## config.mk

```make
export PLATFORM = sky130hd
export DESIGN_NAME = sale_scan
export DESIGN_NICKNAME = d
export VERILOG_FILES = /design/src/sv/sorted_array_list_engine_top_macros.svh /design/src/sv/sale_scan.sv
export SDC_FILE = /design/constraint.sdc
export NUM_CORES = 1
export LEC_CHECK = 0
export CORE_AREA = 2 2 128 130
export DETAILED_ROUTE_END_ITERATION = 8
export DIE_AREA = 0 0 130 132
export DONT_BUFFER_PORTS = 1
export PLACE_DENSITY = 0.45
export SYNTH_ARGS = -nofsm -noshare
export SYNTH_HDL_FRONTEND = slang
export SYNTH_SLANG_ARGS = --single-unit
```

## constraint.sdc

```tcl
create_clock -name vclk -period 11.05
set_clock_uncertainty 0.15 [all_clocks]
set_input_delay 1.6575 -clock vclk [all_inputs]
set_output_delay 1.6575 -clock vclk [all_outputs]
set_load 0.005 [all_outputs]
```

## src/sv/sorted_array_list_engine_top_macros.svh

```systemverilog
// Assertion helpers for the sorted list engine.
`ifndef SORTED_ARRAY_LIST_ENGINE_TOP_MACROS_SVH
`define SORTED_ARRAY_LIST_ENGINE_TOP_MACROS_SVH

// Clocked property check, quiet during reset.
`define SALE_ASSERT(lbl, prop, msg) \
   lbl: assert property (@(posedge clock) disable iff (reset) prop) else $error(msg);

// Condition that must never be seen.
`define SALE_NEVER(lbl, cond, msg) \
   `SALE_ASSERT(lbl, !(cond), msg)

`endif

```

## src/sv/sale_scan.sv

```systemverilog
`timescale 1ns / 1ps

module sale_scan #(
   parameter int CAPACITY = 64
) (
   input  logic [CAPACITY-1:0] valid,
   input  logic [CAPACITY-1:0] le_vec,
   input  logic [CAPACITY-1:0] ge_vec,
   input  logic [CAPACITY-1:0] eq_vec,
   output logic [CAPACITY-1:0] ins_mask,
   output logic                found,
   output logic [5:0]          found_idx
);

   logic [CAPACITY-1:0] le_v, le_rev, le_top, below;
   logic [CAPACITY-1:0] ge_v, ge_first;

   always_comb begin
      le_v = le_vec & valid;
      ge_v = ge_vec & valid;
      for (int i = 0; i < CAPACITY; i++) begin
         le_rev[i] = le_v[CAPACITY-1-i];
      end
      // highest entry <= value, reversed to a lowest-set pick
      le_top = le_rev & (~le_rev + 1'b1);
      below  = le_top - 1'b1;
      for (int i = 0; i < CAPACITY; i++) begin
         ins_mask[i] = below[CAPACITY-1-i];
      end
      ge_first  = ge_v & (~ge_v + 1'b1);
      found     = |(ge_first & eq_vec);
      found_idx = '0;
      for (int i = 0; i < CAPACITY; i++) begin
         if (ge_first[i]) begin
            found_idx = found_idx | 6'(i);
         end
      end
   end

endmodule

```

## Word-level counts from Yosys, hierarchy flattened

Cells that the tools add are included.

| word-level totals | value |
|---|---|
| flip-flop bits (word level) | 0 |
| input bits | 256 |
| output and inout port bits | 71 |
| logic and storage cells | 74 |

| operators by class | value |
|---|---|
| add/sub/neg operators | 3 |
| multiplexer cells | 63 |
| bitwise gates (word level) | 7 |
| reductions and logical operators | 1 |

Operator list:

| operator | count |
|---|---|
| 64-bit AND | 5 |
| 6-bit 2-to-1 mux | 32 |
| 64-bit by 1-bit adder with 64-bit output (second input constant) | 2 |
| 64-bit inverter | 2 |
| 5-bit 2-to-1 mux | 16 |
| 64-bit OR reduction | 1 |
| 64-bit by 1-bit subtractor with 64-bit output (second input constant) | 1 |
| 4-bit 2-to-1 mux | 8 |
| 3-bit 2-to-1 mux | 4 |
| 2-bit 2-to-1 mux | 2 |
| 1-bit 2-to-1 mux | 1 |

## Logic depth before layout (Yosys ltp)

| depth | value |
|---|---|
| depth in word-level cells | 67 |
| mapped depth | 11 |
| mapped depth without buffers | 10 |

## Worst setup path before layout

Ideal clock, no wire load.

| timing | value |
|---|---|
| kind | input-to-output |
| start | input ge_vec[0] |
| end | output found_idx[4] |
| arrival | 4.273 ns |
| data required time | 9.243 ns |
| slack | 4.969 ns |
| cell stages on the path | 9 |
| path buffers | 1 |
| cell sequence | a222oi_1 -> nand4_2 -> or4_1 -> buf_2 -> nor3_4 -> nand4_1 -> o221a_2 -> and3b_1 -> nand4_1 |

| on the way | value |
|---|---|
| longest elaborated chain between the ends | 52 |

RTL lines:

| item | line | text |
|---|---|---|
| start: declaration | sale_scan.sv:8 | `input logic [CAPACITY-1:0] ge_vec,` |
| 64-bit AND * | sale_scan.sv:20 | `ge_v = ge_vec & valid;` |
| 64-bit inverter * | sale_scan.sv:30 | `ge_first = ge_v & (~ge_v + 1'b1);` |
| 64-bit by 1-bit adder with 64-bit output * | sale_scan.sv:30 |  |
| 64-bit AND * | sale_scan.sv:30 |  |
| 5-bit 2-to-1 mux (16 in a row) | sale_scan.sv:34 | `if (ge_first[i]) begin` |
| 6-bit 2-to-1 mux (31 in a row) | sale_scan.sv:34 |  |
| 6-bit 2-to-1 mux * | sale_scan.sv:34 |  |
| end: declaration | sale_scan.sv:12 | `output logic [5:0] found_idx` |

Every way passes the cells marked *; elsewhere a longest branch is shown, timed or not.

## Final worst setup path

| timing | value |
|---|---|
| start | input ge_vec[0] |
| end | output found_idx[2] |

| on the way | value |
|---|---|
| longest elaborated chain between the ends | 64 |

RTL lines:

| item | line |
|---|---|
| 64-bit AND * | sale_scan.sv:20 |
| 64-bit inverter * | sale_scan.sv:30 |
| 64-bit by 1-bit adder with 64-bit output * | sale_scan.sv:30 |
| 64-bit AND * | sale_scan.sv:30 |
| 3-bit 2-to-1 mux (4 in a row) | sale_scan.sv:34 |
| 4-bit 2-to-1 mux (8 in a row) | sale_scan.sv:34 |
| 5-bit 2-to-1 mux (16 in a row) | sale_scan.sv:34 |
| 6-bit 2-to-1 mux (31 in a row) | sale_scan.sv:34 |
| 6-bit 2-to-1 mux * | sale_scan.sv:34 |

Marks and branches as above.

==> impl_metrics.json <==
{
  "run_status": "finished, final reports clean",
  "syn_nets": 831,
  "synth_area_sq_mm": 0.00332,
  "preCtsSetupSlack_ns": 4.22,
  "detailedRoute.firstIterationViolations": 691,
  "grt_pass1_vias": 4969,
  "drt-total-wl_mm": 24.5,
  "drc": 0,
  "chipWidth_um": 130,
  "worst-setup-path-type": "input pin to output pin",
  "worst_hold_path_type": "input pin to output pin",
  "wire_length_of_the_first_global_routing_pass_mm": 33.3,
  "slew_viols_final": 0,
  "worst-slew-pin-transition_ns": 1.15,
  "crit_path_start_kind": "input pin",
  "synth_top_cells_by_area": "sky130_fd_sc_hd__nand2_1 (14%), sky130_fd_sc_hd__nand4_1 (9.4%), sky130_fd_sc_hd__nand3_1 (7.4%)",
  "final_antenna_net_count": 0,
  "area.sequential_sq_um": 0,
  "most-common-layout-cells": "sky130_fd_sc_hd__nand2_1 (125), sky130_fd_sc_hd__nand4_1 (50), sky130_fd_sc_hd__nand3_1 (49)",
  "clock_buffer_count": 0,
  "final_period_minus_worst_setup_slack_ns": 6.96,
  "maximum_number_of_pins_on_one_net_before_global_route_repair": 14,
  "routabilityCongestion": 0.989,
  "count_of_sequential_standard_cells": 0,
  "postSynthAreaPerCell_sq_um": 5.77,
  "post-cts-setup-buffer-count": 0,
  "synth_top_cell_area_share_pct": 14.1,
  "wire_per_inst_um": 30.8,
  "hpwl_after_detailed_placement_mm": 22.0,
  "final_min_period_over_clock_period_pct": 63.0,
  "io_buffers": 0,
  "die-height_um": 132,
  "report.final.hold_viol_count": 0,
  "drt_pass1_iterations": 8,
  "end_kind": "output pin",
  "static-leakage-power_nw": 1.26,
  "area.growth.synth_to_final_pct": 8.97,
  "post_synth_inst_count": 575,
  "synth.yosys.seq_area_share_pct": 0,
  "initial_core_util_pct": 21.1,
  "utilization_pct": 23.0,
  "final_net_count": 833,
  "peakVddDrop_mv": 0.0116,
  "max_cap_violations": 0,
  "drive_gt1_share_pct": 2.96,
  "synthesis.yosys.warnings": 0,
  "yosys.cell_types.count": 60,
  "fmax_mhz": 144,
  "synth_area_leader_cell": "sky130_fd_sc_hd__nand2_1",
  "gr_overflow_total": 0,
  "via_per_inst": 6.80,
  "layout_commonest_cell": "sky130_fd_sc_hd__nand2_1",
  "critPathArrivalTime_ns": 5.15,
  "cts.repair.resized": 0,
  "design.portCount": 327,
  "die-area_sq_mm": 0.0172,
  "relSlewSlack_pct": 23.4,
  "critical_path_peak_fanout": 9,
  "power.density_cell_area_mw_per_mm2": 28.6,
  "antenna_found_initial": 4,
  "core_area_sq_mm": 0.0157,
  "timing.setup.tns_ns": 0,
  "floorplan.rows": 46,
  "final-setup-viol-count": 0,
  "rsz0062_at_grt": "false",
  "count_of_vias_placed_by_the_detailed_router": 5403,
  "worstPathRequired_ns": 9.24,
  "post_cts_hold_buffer_count": 0,
  "grt_util_all_layers_pct": 26.2,
  "final_worst_setup_slack_ns": 4.09
}
critical path: stages:
cell,delay (ns)
sky130_fd_sc_hd__a222oi_1,0.70
sky130_fd_sc_hd__nand4_2,0.41
sky130_fd_sc_hd__or4_1,0.72
sky130_fd_sc_hd__nor4_1,0.96
sky130_fd_sc_hd__a31oi_1,0.23
sky130_fd_sc_hd__o2111ai_1,0.24
sky130_fd_sc_hd__nor3_1,0.10
sky130_fd_sc_hd__nand3_1,0.14
kinds of logic after synthesis:
group                  Yosys count  share of synthesized area [%]
and+or+nand+nor                395                           62.3
buffers and inverters           25                           2.87
AOI/OAI and AO/OA              155                           34.8
per-layer routing:
layer | track usage (%) | up-vias | share of wire (%)
met1 | 30.2 | 2544 | 36
met3 | 7.06 | 54 | 12
met5 | 0 | - | 0
li1 | - | 2339 | -
met4 | 6.99 | 0 | 3.6
met2 | 47.1 | 466 | 48
through the flow:
| step | hold slack, ns | cell area (sq um) | total power, W | std cells |
|---|---|---|---|---|
| 2_1_floorplan | 3.21 | 3320 | 0.0000707 | 575 |
| 3_3_place_gp | 3.21 | 3610 | 0.000102 | 791 |
| 3_5_place_dp | 3.21 | 3610 | 0.000102 | 791 |
| 4_1_cts | 3.21 | 3610 | 0.000102 | 791 |
| 5_1_grt | 3.22 | 3610 | 0.000113 | 794 |
| 6_report | 3.21 | 3620 | 0.000104 | 795 |
where the power goes:
| part | internal (W) | total, W | switching (W) |
|---|---|---|---|
| combinational | 0.0000357 | 0.000104 | 0.0000679 |
| clock | 0.0000000000487 | 0.0000000000487 | 0 |
| sequential | 0 | 0 | 0 |
cell usage after synthesis (3+ instances only):
cell,n
sky130_fd_sc_hd__nand4b_1,3
sky130_fd_sc_hd__and2_1,15
sky130_fd_sc_hd__or3_1,11
sky130_fd_sc_hd__clkbuf_1,3
sky130_fd_sc_hd__and3_1,18
sky130_fd_sc_hd__and4b_1,4
sky130_fd_sc_hd__a211oi_1,10
sky130_fd_sc_hd__a22oi_1,31
sky130_fd_sc_hd__and4_1,3
sky130_fd_sc_hd__o21ai_0,13
sky130_fd_sc_hd__a222oi_1,13
sky130_fd_sc_hd__nand3_1,49
sky130_fd_sc_hd__nor3_1,19
sky130_fd_sc_hd__o22ai_1,6
sky130_fd_sc_hd__nand2_1,125
sky130_fd_sc_hd__a32oi_1,5
sky130_fd_sc_hd__and3b_1,7
sky130_fd_sc_hd__nor3b_1,3
sky130_fd_sc_hd__or2_2,5
sky130_fd_sc_hd__a21oi_1,19
sky130_fd_sc_hd__nor2_1,46
sky130_fd_sc_hd__nor4b_1,4
sky130_fd_sc_hd__a41oi_1,3
sky130_fd_sc_hd__inv_1,20
sky130_fd_sc_hd__a2111oi_0,4
sky130_fd_sc_hd__a21boi_0,5
sky130_fd_sc_hd__a31oi_1,9
sky130_fd_sc_hd__o211ai_1,6
sky130_fd_sc_hd__nor4_1,16
sky130_fd_sc_hd__a32o_1,3
sky130_fd_sc_hd__a21o_1,3
sky130_fd_sc_hd__or4_1,5
sky130_fd_sc_hd__a22o_1,6
sky130_fd_sc_hd__nand4_1,50
cell type report:
class | count | area, sq um
fill | 1878 | 12100
multi-input combinational | 550 | 3220
tap | 216 | 270
inverter | 20 | 75.1
timing repair buffer | 5 | 37.5
antenna | 4 | 10.0
final timing paths:
check                      start            to  slack (ns)  cells after the start
worst max-delay path   ge_vec[0]  found_idx[2]        4.09                      8
worst min-delay path  le_vec[63]  ins_mask[63]        3.21                      1
Note: power is estimated with default switching activity, not from simulation.
