==> config.mk <==
export PLATFORM = sky130hd
export DESIGN_NAME = sale_cell
export DESIGN_NICKNAME = d
export VERILOG_FILES = /design/src/sv/sorted_array_list_engine_top_macros.svh /design/src/sv/sale_pkg.sv /design/src/sv/sale_cell.sv
export SDC_FILE = /design/constraint.sdc
export NUM_CORES = 1
export LEC_CHECK = 0
export ABC_AREA = 1
export BUFFER_PORTS_ARGS = -buffer_cell sky130_fd_sc_hd__buf_2
export CAP_MARGIN = 5
export CELL_PAD_IN_SITES_DETAIL_PLACEMENT = 2
export CELL_PAD_IN_SITES_GLOBAL_PLACEMENT = 2
export CORE_UTILIZATION = 22
export CTS_CLUSTER_SIZE = 12
export DETAILED_ROUTE_END_ITERATION = 16
export MAX_ROUTING_LAYER = met4
export PLACE_DENSITY_LB_ADDON = 0.1
export RECOVER_POWER = 100
export SLEW_MARGIN = 20
export SYNTH_ARGS = -nofsm -noshare
export SYNTH_HDL_FRONTEND = slang
export SYNTH_SLANG_ARGS = --single-unit
export TNS_END_PERCENT = 1
==> constraint.sdc <==
create_clock -name clock -period 1.6 [get_ports clock]
set_clock_uncertainty 0.2 [all_clocks]
set_input_delay 0.32 -clock clock [delete_from_list [all_inputs] [get_ports clock]]
set_output_delay 0.32 -clock clock [all_outputs]
set_load 0.02 [all_outputs]
==> src/sv/sorted_array_list_engine_top_macros.svh <==
// Assertion helpers for the sorted list engine.
`ifndef SORTED_ARRAY_LIST_ENGINE_TOP_MACROS_SVH
`define SORTED_ARRAY_LIST_ENGINE_TOP_MACROS_SVH

// Clocked property check, quiet during reset.
`define SALE_ASSERT(lbl, prop, msg) \
   lbl: assert property (@(posedge clock) disable iff (reset) prop) else $error(msg);

// Condition that must never be seen.
`define SALE_NEVER(lbl, cond, msg) \
   `SALE_ASSERT(lbl, !(cond), msg)

`endif

==> src/sv/sale_pkg.sv <==
`timescale 1ns / 1ps

package sale_pkg;

   typedef enum logic [2:0] {
      MODE_INSERT = 3'd0,
      MODE_FIND   = 3'd1,
      MODE_DELETE = 3'd2,
      MODE_UPDATE = 3'd3,
      MODE_READ   = 3'd4,
      MODE_CLEAR  = 3'd5
   } mode_type;

   typedef enum logic [1:0] {
      STATUS_OK        = 2'd0,
      STATUS_FULL      = 2'd1,
      STATUS_NOT_FOUND = 2'd2,
      STATUS_BAD_POS   = 2'd3
   } status_type;

   typedef enum logic {
      ST_IDLE = 1'b0,
      ST_EXEC = 1'b1
   } state_type;

   typedef enum logic [1:0] {
      CELL_HOLD       = 2'd0,
      CELL_LOAD       = 2'd1,
      CELL_FROM_LOWER = 2'd2,
      CELL_FROM_UPPER = 2'd3
   } cell_op_type;

   typedef struct packed {
      logic [2:0]         mode;
      logic signed [31:0] value;
      logic [5:0]         position;
   } req_type;

   typedef struct packed {
      logic [1:0]         status;
      logic [5:0]         found_position;
      logic signed [31:0] item_value;
      logic [6:0]         count;
   } rsp_type;

   typedef struct packed {
      logic               capture;
      logic signed [31:0] value;
      logic [5:0]         position;
   } probe_type;

   typedef struct packed {
      logic le;
      logic ge;
      logic eq;
   } flags_type;

endpackage

==> src/sv/sale_cell.sv <==
`timescale 1ns / 1ps

module sale_cell #(
   parameter int IDX = 0
) (
   input  logic                     clock,
   input  sale_pkg::probe_type      probe,
   input  sale_pkg::cell_op_type    op,
   input  logic signed [31:0]       load_data,
   input  logic signed [31:0]       lower_entry,
   input  logic signed [31:0]       upper_entry,
   output logic signed [31:0]       entry,
   output sale_pkg::flags_type      flags,
   output logic signed [31:0]       sel_entry
);

   logic signed [31:0]  entry_ff, entry_in;
   sale_pkg::flags_type flags_ff, flags_in;
   logic signed [31:0]  sel_ff, sel_in;

   always_comb begin
      flags_in.le = (entry_ff <= probe.value);
      flags_in.ge = (entry_ff >= probe.value);
      flags_in.eq = (entry_ff == probe.value);
      sel_in      = (32'(probe.position) == 32'(IDX)) ? entry_ff : '0;
   end

   always_comb begin
      case (op)
         sale_pkg::CELL_LOAD:       entry_in = load_data;
         sale_pkg::CELL_FROM_LOWER: entry_in = lower_entry;
         sale_pkg::CELL_FROM_UPPER: entry_in = upper_entry;
         default:                   entry_in = entry_ff;
      endcase
   end

   always_ff @(posedge clock) begin
      entry_ff <= entry_in;
      if (probe.capture) begin
         flags_ff <= flags_in;
         sel_ff   <= sel_in;
      end
   end

   assign entry     = entry_ff;
   assign flags     = flags_ff;
   assign sel_entry = sel_ff;

endmodule

# --- After elaboration in Yosys (flattened, before gate mapping) ---
# Cells that the tools add are included.
totals:
  ff_bits: 67
  input_bits: 138
  out_inout_bits: 67
  wordCells: 14
classes:
  magnitude_cmp: 2
  eq_ne: 4
  n_mux: 1
  reduce_logical: 2
op_table:
  columns: ["cell", "count"]
  rows:
  - ["one-hot mux 32 bit (3 select lines)", 1]
  - ["== test 32 bit", 1]
  - ["greater-or-equal comparator 32 bit", 1]
  - ["<= comparator 32 bit", 1]
  - ["zero test 6 bit", 1]
  - ["== test 2 bit, second input constant", 2]
  - ["nonzero test 3 bit", 1]
  - ["== test 2 x 1 -> 1 bit, second input constant", 1]

# --- Depth between registers and ports, before layout ---
depth:
  depth_word: 2
  ltp_mapped: 15
  mapped_depth_nobuf: 15

# --- Least setup slack after synthesis ---
# No wires, ideal clock.
synth_path:
  path_kind: "register to register"
  startpoint: "register entry_ff[17] (netlist: entry[17])"
  endpoint: "register flags_ff, in the netlist flags[1] (data pin)"
  setup_time_ps: 260
  t_arrival_ps: 1477
  t_required_ps: 1140
  slack_ps: -337
  path_stages_with_launch: 12
  n_path_buf: 0
  synth_period_minus_slack_ps: 1937
  path_cell_list: "edfxtp_1 > ha_1 > nand2_1 > nand2_1 > nand2_1 > nand2_1 > nand2_1 > nand2_1 > a21oi_2 > nand2_2 > nand2_1 > nand3_1"
synth_rtl:
  columns: ["element", "line_no", "source"]
  rows:
  - ["from (decl)", "sale_cell.sv:17", "logic signed [31:0] entry_ff, entry_in;"]
  - ["from (signal assigned)", "sale_cell.sv:38", "entry_ff <= entry_in;"]
  - ["to (signal assigned)", "sale_cell.sv:40", "flags_ff <= flags_in;"]
  - ["to (decl)", "sale_cell.sv:18", "sale_pkg::flags_type flags_ff, flags_in;"]

==> flow_summary_export.csv <==
group,metric,value,unit
run_status,status,"finished with violations",
run_status,violations,"setup timing",
floorplanning,design.core.area,16800,um^2
pwr,p_comb_share,28.5,%
logic_synthesis,yosysTopAreaCellShare,52.4,%
route,detail_route.wl_per_cell,16.6,um
logic_synthesis,seq_area_frac_synth,52.4,%
floorplanning,dieHeight,134,um
global_routing,grtUsageTotal,17.6,%
clocking,ctsHtreeMaxLevel,3,
clocking,cts.reportedPaths.clkPinSlew,0.06,ns
floorplanning,floorplan.initialDensity,22.8,%
floorplanning,num_rows,47,
sta,setup_viol_count_final,13,
clocking,clock_sinks,67,
logic_synthesis,ys_warn_count,0,
placed_design,place_inst,885,
clocking,numCtsBuffers,9,
setup_path,cp_top_family,"simple AND/OR/NAND/NOR gates",
setup_path,startpoint_type,"register",
setup_path,worstPathRequired,1.48,ns
placed_design,post-dp-hpwl,11700,um
sta,min_period,1.94,ns
pwr,pwr-share-seq,37.7,%
final_layout,synthToLayoutAreaGrowth,62.4,%
placed_design,gp_congestion,0.773,
global_routing,grt_max_degree,36,
logic_synthesis,synthTopCellsByArea,"edfxtp_1, ha_1, nand2_1",
placed_design,place_ws,-0.505,ns
setup_path,crit_slowest_cell,"edfxtp_1",
logic_synthesis,synth_cells,430,
logic_synthesis,netlist_area,3840,um^2
sta,post-route-period-util,121,%
final_layout,stdcell_count,916,
logic_synthesis,ys_ff_latch,67,
route,vias,3949,
floorplanning,pin_count,205,
clocking,root_buffer,"clkbuf_16",
sta,finalSetupTns,-1.67,ns
sta,setup_ws,-0.341,ns
setup_path,critPathArrivalTime,1.82,ns
placed_design,portBuffers,204,
setup_path,worstPathCellList,"ha_4 -> buf_4 -> nand4_1 -> clkinv_1 -> nand2_1 -> nand2_2 -> nand2_4 -> nand2_2 -> nand2_1 -> nand3_1",
pwr,p_leak,3.09,nW
global_routing,antenna_found_initial,1,
logic_synthesis,syn_area_per_cell,8.93,um^2
sta,rsz0062_at_grt,"true",
placed_design,place_area,5480,um^2
route,drt_wl_total,15200,um
clocking,cts_hold_buf,0,
floorplanning,die_w,134,um
sta,relSlewSlack,27.9,%
final_layout,fin_nets,860,
sta,fmax,515,MHz
floorplanning,die-area,18000,um^2
setup_path,slowest_delay,0.46,ns
route,first_pass_iters,4,
pwr,finalPower,5.80,mW
job,maxCapViolations,0,
clocking,insertion_delay,0.34,ns
pwr,internal_power,4.09,mW
setup_path,crit_type,"reg -> reg",
pwr,p_sw_share,29.5,%
global_routing,grt_pass1_wl,23000,um
sta,worst-slew-pin-transition,1.08,ns
pwr,p_per_area,931,nW/um^2
hold_path,hold_path.class,"in -> reg",
sta,hold_ws,0.0604,ns
logic_synthesis,synth_cell_type_count,24,
sta,maxSlewViolCount,0,
setup_path,worst-path-buf-inv,2,
pwr,switchingPower,1.71,mW
logic_synthesis,synth.net_count,600,
logic_synthesis,synth_top_area_cell,"edfxtp_1",
route,ant_nets,0,
setup_path,worst_setup_path_end_kind,"register",
route,first_iter_violations,75,
clocking,cts_buffer_depth,2,
setup_path,crit_fanout,3,
final_layout,fin_util,37.1,%
pwr,clkPwrFrac,33.8,%
global_routing,grt_pass1_vias,4384,
pwr,ir_drop,0.000495,V
route,drc,0,
final_layout,final_area,6230,um^2
global_routing,grt.overflow.total,0,
sta,hold_viol,0,
clocking,tritoncts,"built",
route,vias_per_cell,4.31,
final_layout,layout-drive-gt1-share,41.6,%
## logic make-up (layout without fill, tap and decap cells)
logic type,count (synthesis),after routing,share of synthesized area [%]
adder cells (fa/ha/maj),32,32,10.4
AND/OR/NAND/NOR,220,220,25.1
AO/OA/AOI/OAI,19,19,2.80
buffers and inverters,92,357,9.26
flip-flops,67,67,52.4
other,0,1,0
## power groups by stage
stage	logic [mW]	clock network [mW]	registers, mW
final	1.65	1.96	2.19
after global routing	1.82	2.09	2.21
after CTS	1.58	2.04	2.18
after detailed placement	1.37	0	2.20
after global placement	1.32	0	2.20
after floorplan	0.462	0	2.38
## registers in the layout (all words and copies together), names as in the netlist
register and flops:
sel_entry 32, entry 32, flags 3
## synth_stat cells, drive strengths merged
master / n
o21a: 2
edfxtp: 67
o21ai: 2
buf: 9
nor4: 2
nand2: 103
ha: 32
nand4: 2
clkinv: 1
a21o: 1
a21oi: 14
or2: 1
clkbuf: 8
nor2: 42
inv: 74
nand3: 70
## placed cells by master (no fill, tap or decap), drive strengths merged, types with 2 or more instances in the layout
cell    netlist  routed
nor4          2       2
nand3        70      70
ha           32      32
a21oi        14      14
clkbuf        8      62
o21a          2       2
buf           9     214
clkinv        1       5
nand4         2       2
edfxtp       67      67
nand2       103     103
nor2         42      42
o21ai         2       2
inv          74      74
## area by class of cell
type,instances,area (um^2)
fill,1942,10600
tap,220,275
timing repair buffer,266,1650
sequential,67,2010
clock buffer,10,229
inverter,75,282
multi-input combinational,271,1730
antenna,1,2.50
clock inverter,6,56.3
## worst paths after layout
kind | cells after the start | startpoint | slack [ns] | end
max | 10 | entry[11] | -0.34 | flags[1]
min | 3 | lower_entry[16] | 0.06 | entry[16]
max reg2reg | 10 | entry[11] | -0.34 | flags[1]
min reg2reg | 2 | entry[0] | 0.43 | sel_entry[0]
## worst register-to-register path, stage by stage, from the launching register on
cell      delay, ns
edfxtp_1       0.46
ha_4           0.26
buf_4          0.13
nand4_1        0.14
clkinv_1       0.08
nand2_1        0.07
nand2_2        0.08
nand2_4        0.09
nand2_2        0.06
nand2_1        0.06
nand3_1        0.07
## what timing repair did
action / in CTS / in global routing
pin swaps: 13 / 3
resized for setup: 62 / 42
endpoints found under the setup margin: 10 / 21
gates cloned: 0 / 0
endpoints found under the hold margin: 0 / 0
buffers inserted: 7 / 7
## routing by layer
| layer | up-vias | track usage, % | share of wire [%] |
|---|---|---|---|
| li1 | 1927 | - | - |
| met1 | 1894 | 19.4 | 41 |
| met2 | 115 | 31.7 | 53 |
| met3 | 13 | 3.02 | 4.7 |
| met4 | 0 | 6.18 | 1.4 |
| met5 | - | - | 0 |
Note: power is estimated with default switching activity, not from simulation.
